File: config.mk
export PLATFORM = sky130hd
export DESIGN_NAME = orgu_walker
export DESIGN_NICKNAME = d
export VERILOG_FILES = /design/src/rtl/core/orgu_pkg.sv /design/src/rtl/core/orgu_walker.sv
export SDC_FILE = /design/constraint.sdc
export NUM_CORES = 1
export LEC_CHECK = 0
export BUFFER_PORTS_ARGS = -buffer_cell sky130_fd_sc_hd__buf_2
export CAP_MARGIN = 20
export CORE_UTILIZATION = 45
export DETAILED_ROUTE_END_ITERATION = 12
export GPL_ROUTABILITY_DRIVEN = 0
export GPL_TIMING_DRIVEN = 0
export PLACE_DENSITY = 0.62
export SLEW_MARGIN = 40
export SYNTH_ARGS = -nofsm -noshare
export SYNTH_HDL_FRONTEND = slang
export SYNTH_SLANG_ARGS = --single-unit
export TNS_END_PERCENT = 1
File: constraint.sdc
create_clock -name i_clk -period 9.9 [get_ports i_clk]
set_input_delay 0.99 -clock i_clk [delete_from_list [all_inputs] [get_ports i_clk]]
set_output_delay 0.99 -clock i_clk [all_outputs]
set_load 0.02 [all_outputs]
File: src/rtl/core/orgu_pkg.sv
`timescale 1ns / 1ps
// ----------------------------------------------------------------------------
// orgu_pkg
// Shared types and constants for the occupancy ray grid update block.
// ----------------------------------------------------------------------------
package orgu_pkg;

    localparam int GRID_COLS      = 256;
    localparam int GRID_ROWS      = 256;
    localparam int CELL_COUNT     = GRID_COLS * GRID_ROWS;
    localparam int ADDR_W         = $clog2(CELL_COUNT);
    localparam int CERT_W         = 4;
    localparam int CNT_W          = 9;
    localparam int COORD_W        = 8;
    localparam int OCC_STEP       = 3;
    localparam int CERT_MAX       = 15;
    localparam int WALL_OLD_LIMIT = 12;

    typedef enum logic [1:0] {
        CMD_RAY  = 2'd0,
        CMD_OCC  = 2'd1,
        CMD_READ = 2'd2,
        CMD_NONE = 2'd3
    } t_cmd;

    typedef enum logic [1:0] {
        ST_CLEAR = 2'd0,
        ST_IDLE  = 2'd1,
        ST_WALK  = 2'd2,
        ST_OUT   = 2'd3
    } t_state;

    typedef struct packed {
        logic [1:0]         command;
        logic [COORD_W-1:0] start_x;
        logic [COORD_W-1:0] start_y;
        logic [COORD_W-1:0] end_x;
        logic [COORD_W-1:0] end_y;
    } t_in_item;

    typedef struct packed {
        logic [CERT_W-1:0] certainty;
        logic              visited;
        logic              wall;
        logic [CNT_W-1:0]  cells_written;
    } t_out_item;

    // line endpoints handed to the walker
    typedef struct packed {
        logic [COORD_W-1:0] x0;
        logic [COORD_W-1:0] y0;
        logic [COORD_W-1:0] x1;
        logic [COORD_W-1:0] y1;
    } t_ray;

    // one cell of the line, one per cycle
    typedef struct packed {
        logic               vld;
        logic               last;
        logic [COORD_W-1:0] x;
        logic [COORD_W-1:0] y;
    } t_walk_cell;

    typedef struct packed {
        logic [CERT_W-1:0] cert;
        logic              vis;
        logic              wall;
    } t_cell;

endpackage

File: src/rtl/core/orgu_walker.sv
`timescale 1ns / 1ps
// ----------------------------------------------------------------------------
// orgu_walker
// Bresenham line stepper: one shared error adder advances one cell a cycle.
// ----------------------------------------------------------------------------
module orgu_walker (
    input  logic                i_clk,
    input  logic                i_rst_n,
    input  logic                i_start,
    input  orgu_pkg::t_ray      i_ray,
    output orgu_pkg::t_walk_cell o_cell
);
    import orgu_pkg::*;

    localparam int P_W = COORD_W + 3;

    logic                  r_busy;
    logic [COORD_W-1:0]    r_x, r_y, r_ex, r_ey;
    logic                  r_sx_neg, r_sy_neg, r_xmajor;
    logic signed [P_W-1:0] r_p, r_inc_s, r_inc_d;

    logic signed [COORD_W:0] w_dx_s, w_dy_s;
    logic [COORD_W-1:0]      w_adx, w_ady, w_maj, w_min;
    logic                    w_xmajor;
    logic signed [P_W-1:0]   w_two_min, w_two_maj, w_maj_s;
    logic                    w_last, w_diag;
    logic signed [P_W-1:0]   n_p;
    logic [COORD_W-1:0]      n_x, n_y;

    always_comb begin
        w_dx_s    = $signed({1'b0, i_ray.x1}) - $signed({1'b0, i_ray.x0});
        w_dy_s    = $signed({1'b0, i_ray.y1}) - $signed({1'b0, i_ray.y0});
        w_adx     = w_dx_s[COORD_W] ? COORD_W'(-w_dx_s) : w_dx_s[COORD_W-1:0];
        w_ady     = w_dy_s[COORD_W] ? COORD_W'(-w_dy_s) : w_dy_s[COORD_W-1:0];
        w_xmajor  = w_adx > w_ady;
        w_maj     = w_xmajor ? w_adx : w_ady;
        w_min     = w_xmajor ? w_ady : w_adx;
        w_two_min = $signed(P_W'({w_min, 1'b0}));
        w_two_maj = $signed(P_W'({w_maj, 1'b0}));
        w_maj_s   = $signed(P_W'(w_maj));
    end

    // shared error adder and coordinate step
    always_comb begin
        w_last = r_xmajor ? (r_x == r_ex) : (r_y == r_ey);
        w_diag = !r_p[P_W-1];
        n_p    = r_p + (w_diag ? r_inc_d : r_inc_s);
        n_x    = r_x;
        n_y    = r_y;
        if (r_xmajor || w_diag) begin
            n_x = r_sx_neg ? r_x - 1'b1 : r_x + 1'b1;
        end
        if (!r_xmajor || w_diag) begin
            n_y = r_sy_neg ? r_y - 1'b1 : r_y + 1'b1;
        end
    end

    always_ff @(posedge i_clk) begin
        if (!i_rst_n) begin
            r_busy <= 1'b0;
        end else if (i_start) begin
            r_busy <= 1'b1;
        end else if (r_busy && w_last) begin
            r_busy <= 1'b0;
        end
    end

    always_ff @(posedge i_clk) begin
        if (i_start) begin
            r_x      <= i_ray.x0;
            r_y      <= i_ray.y0;
            r_ex     <= i_ray.x1;
            r_ey     <= i_ray.y1;
            r_sx_neg <= w_dx_s[COORD_W];
            r_sy_neg <= w_dy_s[COORD_W];
            r_xmajor <= w_xmajor;
            r_p      <= w_two_min - w_maj_s;
            r_inc_s  <= w_two_min;
            r_inc_d  <= w_two_min - w_two_maj;
        end else if (r_busy && !w_last) begin
            r_x <= n_x;
            r_y <= n_y;
            r_p <= n_p;
        end
    end

    assign o_cell = '{vld: r_busy, last: w_last, x: r_x, y: r_y};

endmodule

==> run metrics, run 1 <==
H-tree Lvls 3; Slew Viols, Final 0; initial antenna violation count 0; kind of critical path in -> reg; critical path peak fanout 10; Storage cell area 1880 sq um; RSZ-0062 raised after global routing false; postcts setup bufs 0; Via density 5.60; PortBufs 52; clk sink count 63; asr flop ratio synth 0%; gr usage total 22.4%; largest cells by area after synthesis edfxtp_1, ha_1, xnor2_1; core box area 12,000 sq um; CTS tree done; CP max-delay cell a21oi_1; number of synthesized flops with an enable pin 62; Peak supply drop 0.156 mV; sequential share of the synthesized area 33.9%; Die ar. 12,800 sq um; Final Hold Viols 0; CTS Hold Bufs 0; outcome completed; largest net degree at the start of global routing 38; post-cts sizing count 0; # IOs 53; synthesized area 5550 sq um; post-synthesis net count 680; CTS clk-pin slew, worst paths 60 ps; hpwl dp 10,100 um; Diodes inserted 0; final setup violation count 0; WP data arrival 7560 ps; Die Span Y 113 um; worst-margin pin slew 781 ps; crit path time final 7510 ps; Initial DRC Count 234; root buffer cell clkbuf_16; drt total wl 13,300 um; TritonRoute pass-1 iters 5; Max stage delay on crit path 560 ps; total number of vias 4,483; total CTS buffers 9; first-pass GRT wire length 22,100 um; Clk Latency, worst-skew pair 340 ps; CP Launch Type input port; non-filler cells, final 801; share of layout cells above drive strength 1 14.7%; syn avg cell area 9.47 sq um; Synth top area share 33.6%; Yosys top cell by area edfxtp_1; WL/cell 16.6 um; Post-Synthesis Cells 586; Area Overhead vs Synth 12.9%; Initial Util 46.2%; maximum buffer depth of the clock tree 2; # rows 40; Final Cell Area 6260 sq um; Multi-input gate area 3370 sq um; fmax 133 MHz; final cycle utilization of the critical path 75.9%; Total Power 2250 uW; pwr dens 360 nW/um^2; antenna-violating nets left 0; Critical Path End Type register; post-synth cell types 73; register bit total from synthesis 63; worst endpoint required time 9950 ps; Relative slew margins 47.5%; grt total ovfl 0; HP Class reg -> reg; Yosys Warn Count 0; # placed instances 785; Leak Pwr 0.00273 uW; fillcell total 1,135; ys flop type edfxtp_1; vias in the first global route 4,546; Die X 113 um; setup TNS 0 ps; fin nets 743; Max-Cap Viols 0; # DRC 0; post-place instance area 6010 sq um; Fin Clk Skew 9.57 ps
[cell usage in the layout, fill, tap and decap left out, drive strengths merged, types with 4 or more instances in the layout]
| cell type | synthesis | layout |
|---|---|---|
| maj3 | 5 | 5 |
| nand3 | 8 | 8 |
| ha | 53 | 53 |
| and3 | 4 | 4 |
| buf | 9 | 61 |
| nand4 | 4 | 4 |
| inv | 61 | 61 |
| nor2b | 4 | 4 |
| o31ai | 4 | 4 |
| xor2 | 22 | 22 |
| xnor2 | 50 | 50 |
| and2 | 4 | 4 |
| a31oi | 10 | 10 |
| mux2 | 9 | 9 |
| o21ai | 36 | 36 |
| o211ai | 4 | 4 |
| mux2i | 8 | 8 |
| clkbuf | 7 | 21 |
| nor2 | 38 | 38 |
| a21o | 17 | 17 |
| nor3 | 7 | 7 |
| edfxtp | 62 | 62 |
| a21oi | 54 | 54 |
| nand2 | 41 | 41 |
| fa | 6 | 6 |
| o21bai | 9 | 9 |
[worst paths after layout]
path	from	to	slack [ps]	depth (start not counted)
setup / recovery	i_ray[0]	r_p[7]	2390	29
hold / removal	r_busy	r_busy	660	2
setup reg to reg	r_p[10]	r_p[10]	6270	14
hold reg to reg	r_busy	r_busy	660	2
[sequential cells by signal (all words and copies together), names as in the netlist]
signal,count
r_ey,8
r_p,10
r_y,8
r_inc_s,8
r_busy,1
r_sy_neg,1
r_x,8
r_sx_neg,1
r_inc_d,9
r_ex,8
r_xmajor,1
[critical path: cells and delay by family]
family / cells / cell delay, ps
AND/OR/NAND/NOR: 2 / 340
AO/OA/AOI/OAI: 10 / 2570
adder cells (fa/ha/maj): 6 / 1890
XOR/XNOR: 3 / 820
multiplexers: 1 / 110
buffers and inverters: 7 / 820
[area by class of cell]
cell class	count	share of cell area, %
multi-input combinational	446	53.8
timing repair buffer	52	4.20
tap	147	2.94
clock buffer	14	3.90
inverter	61	3.66
sequential	63	30.1
clock inverter	2	0.160
buffer	16	1.28
[routing by layer]
metal | track usage (%) | part of all wire, % | vias up
li1 | - | - | 2243
met1 | 28.5 | 47 | 2111
met2 | 37.1 | 47 | 112
met3 | 4.87 | 4.4 | 17
met4 | 8.95 | 1.6 | 0
met5 | 0 | 0 | -
[kinds of logic (layout without fill, tap and decap cells)]
group / count (synthesis) / count (layout) / share of synthesized area, %
AOI/OAI and AO/OA: 164 / 164 / 18.9
and+or+nand+nor: 129 / 129 / 11.2
buffers and inverters: 77 / 145 / 5.57
xor gates and xnor gates: 72 / 72 / 12.0
adders and majority gates: 64 / 64 / 15.0
DFF: 63 / 63 / 33.9
muxes: 17 / 17 / 3.34
[where the power goes]
part	leakage [uW]	switching, uW	internal (uW)
Sequential	0.000623	55.4	449
Combinational	0.00199	827	635
Clock	0.000125	117	169
[cells in the mapped netlist, types with 3 or more instances]
cell       n
xor2_1    20
ha_1      53
a31oi_1    9
nand3_1    8
nor3_1     6
fa_1       6
o31a_1     3
nand2_1   41
a21o_1    17
inv_1     60
xnor2_1   47
mux2i_1    8
nor2_1    38
a21oi_1   54
xnor2_2    3
buf_2      4
nand4_1    4
nor4_1     3
o31ai_1    3
edfxtp_1  62
and3_1     4
o211ai_1   4
mux2_2     8
and2_1     4
clkbuf_1   7
maj3_1     5
o21a_1     3
o21ai_0   31
o21ai_1    5
o21bai_1   9
or3_1      3
nor2b_1    4
[metrics by stage]
stage | utilization, % | hold slack, ps | setup WS (ps)
4_1_cts | 52.1 | 664 | 2430
3_3_place_gp | 49.9 | 608 | 2170
5_1_grt | 52.1 | 690 | 1810
3_5_place_dp | 50.0 | 649 | 2110
6_report | 52.1 | 661 | 2390
2_1_floorplan | - | 530 | 3170
Power figures use the tool's default switching activity.
==> run 2: changes to the inputs <==
--- a/config.mk
+++ b/config.mk
@@ -5,6 +5,7 @@
 export SDC_FILE = /design/constraint.sdc
 export NUM_CORES = 1
 export LEC_CHECK = 0
+export ABC_AREA = 1
 export BUFFER_PORTS_ARGS = -buffer_cell sky130_fd_sc_hd__buf_2
 export CAP_MARGIN = 20
 export CORE_UTILIZATION = 45
==> constraint.sdc (replaced) <==
create_clock -name i_clk -period 7.45 [get_ports i_clk]
set_input_delay 0.745 -clock i_clk [delete_from_list [all_inputs] [get_ports i_clk]]
set_output_delay 0.745 -clock i_clk [all_outputs]
set_load 0.02 [all_outputs]
==> run 2 against run 1 <==
  * Cell area rose by 3.5%
  * Sequential power up 25%
  * Critical path type unchanged
  * First-iteration DRC count grew 4.7%
  * Setup slack worse by 200 ps
  * Synthesized cell count rose by 30%
  * Non-clock buffer count shrank 5
  * Register-to-register slack worse by 2300 ps
  * Combinational power up 7%
==> run metrics, run 2 <==
commonest non-fill, non-tap cell in the layout nand2_1; worst-margin pin slew 807 ps; CP Launch Type input port; origin of the worst min-delay path i_ray[12]; # rows 40; commonest cells in the netlist nand2_1, inv_1, nor2_1, edfxtp_1, ha_1; CTS clk-pin slew, worst paths 60 ps; Post-Synthesis Cells 762; non-filler cells, final 998; # DRC 0; biggest regs r_p: 10 flops, r_inc_d: 9 flops; Hold Path Stages 1; antenna-violating nets left 0; drt total wl 14,200 um; Critical Path End Type register; initial antenna violation count 0; WP data arrival 5350 ps; worst endpoint required time 7540 ps; # IOs 53; sequential share of the synthesized area 33.0%; vias in the first global route 4,976; Peak supply drop 0.144 mV; compound-cell area share of the yosys netlist 10.8%; clk sink count 63; Area Overhead vs Synth 13.7%; Initial Util 46.9%; kind of critical path in -> reg; HP Class in -> reg; main combinational cell family by area after synthesis simple AND/OR/NAND/NOR gates; number of synthesized flops with an enable pin 62; share of layout cells above drive strength 1 14.2%; WL/cell 14.2 um; first-pass GRT wire length 23,400 um; Post-Synth Adder-Cell Area 13.7%; total CTS buffers 9; critical path peak fanout 10; Fin Clk Skew 14.6 ps; PortBufs 52; Synth top area share 32.7%; Diodes inserted 0; RSZ-0062 raised after global routing false; r2r startpoint r_p[10]; gr usage total 23.1%; largest net degree at the start of global routing 38; fillcell total 1,187; H-tree Lvls 3; Yosys Warn Count 0; Reg with most FFs r_p; syn avg cell area 7.48 sq um; fin nets 919; Relative slew margins 45.9%; final setup violation count 0; Synth Area in XOR/XNOR 4.63%; Clk Latency, worst-skew pair 340 ps; crit path time final 5260 ps; post-cts sizing count 0; worst reg2reg path depth 22; Slew Viols, Final 0; asr flop ratio synth 0%; root buffer cell clkbuf_16; final cycle utilization of the critical path 70.7%; synthesized area 5700 sq um; CTS tree done; Final Hold Viols 0; CTS Hold Bufs 0; setup TNS 0 ps; ys flop type edfxtp_1; Synth Area in Simple Gates 28.3%; commonest non-fill, non-tap cells in the layout nand2_1, inv_1, nor2_1; postcts setup bufs 0; # placed instances 982; register bit total from synthesis 63; largest cells by area after synthesis edfxtp_1, nand2_1, ha_1; Die ar. 13,100 sq um; hpwl dp 11,200 um; Die Span Y 115 um; Via density 5.11; post-synth cell types 45; core box area 12,200 sq um; Worst setup startpoint i_ray[0]; post-synthesis net count 856; Yosys top cell by area edfxtp_1; top-count cell post-synth nand2_1; Initial DRC Count 245; fmax 190 MHz; max reg flops 10; Leak Pwr 0.00330 uW; TritonRoute pass-1 iters 4; outcome completed; total number of vias 5,104; maximum buffer depth of the clock tree 2; multiplexer share of the synthesized area 0%; Die X 115 um; Max-Cap Viols 0; pwr dens 404 nW/um^2; grt total ovfl 0
==> run 2: cell count changes in the layout (fill, tap and decap cells not counted), moves of 29 or more <==
cell	delta
a21oi_1	-29
nor2_1	+38
inv_1	+57
nand3_1	+43
nand2_1	+153
xnor2_1	-40
==> run 2: routing by layer <==
metal | track usage [%] | up-vias | share of wire [%] | wire, um
met5 | 0 | - | 0 | 0
met4 | 8.40 | 0 | 2.2 | 316
met3 | 3.65 | 20 | 3.6 | 508
met2 | 39.4 | 116 | 47 | 6640
met1 | 29.6 | 2353 | 47 | 6700
li1 | - | 2615 | - | -
==> run 2: kinds of logic after synthesis <==
family / count (synthesis)
AO/OA/AOI/OAI: 103
XOR/XNOR: 28
adder cells (fa/ha/maj): 59
buffers and inverters: 139
flip-flops: 63
AND/OR/NAND/NOR: 370
==> run 2: metrics by stage <==
step / utilization (%) / setup slack [ps] / cell area [sq um] / hold slack, ps / power (uW)
floorplan: - / 2680 / 5700 / 612 / 1810
global placement: 50.7 / 1950 / 6170 / 624 / 2110
detailed placement: 50.8 / 1930 / 6180 / 634 / 2160
CTS: 53.3 / 2220 / 6480 / 595 / 2610
global route: 53.3 / 1670 / 6480 / 595 / 2870
finish: 53.3 / 2190 / 6480 / 603 / 2620
==> run 2: worst paths after layout <==
path	end	slack, ps
min reg2reg	r_p[1]	650
max reg2reg	r_p[10]	4020
min	r_ex[4]	600
max	r_p[8]	2190
==> run 2: area by class of cell <==
class	count	area, sq um	share of cell area (%)
clock buffers	13	260	4.02
clock inverters	3	42.5	0.656
plain buffers	11	61.3	0.946
flip-flops and latches	63	1880	29.0
repair buffers	52	263	4.05
multi-input cells	560	3280	50.6
well taps	168	210	3.24
inverters	128	480	7.41
==> run 2: critical path, cell delays in order <==
cell      delay, ps
buf_2           110
inv_1            50
ha_1            140
inv_1            70
fa_1            450
nand3_1         130
nand2_1         100
a31oi_4         270
o21ai_0         160
xor2_1          380
ha_1            400
nand2_1         120
inv_1            60
o21ai_0          70
nand2_1          80
nand4_1         100
nand3_2         140
nand2_4         130
buf_2           210
nand2_1          80
o21ai_1         140
ha_1            330
a21oi_1         270
nor2_1           70
a211oi_1        270
nand3_1         110
nand3_1         100
nand2_1          50
==> run 2: power by group <==
| group | leakage (uW) | switching [uW] | internal (uW) |
|---|---|---|---|
| Sequential | 0.000623 | 64.1 | 564 |
| Combinational | 0.00253 | 991 | 566 |
| Clock | 0.000146 | 154 | 277 |
| Total | 0.00330 | 1210 | 1410 |
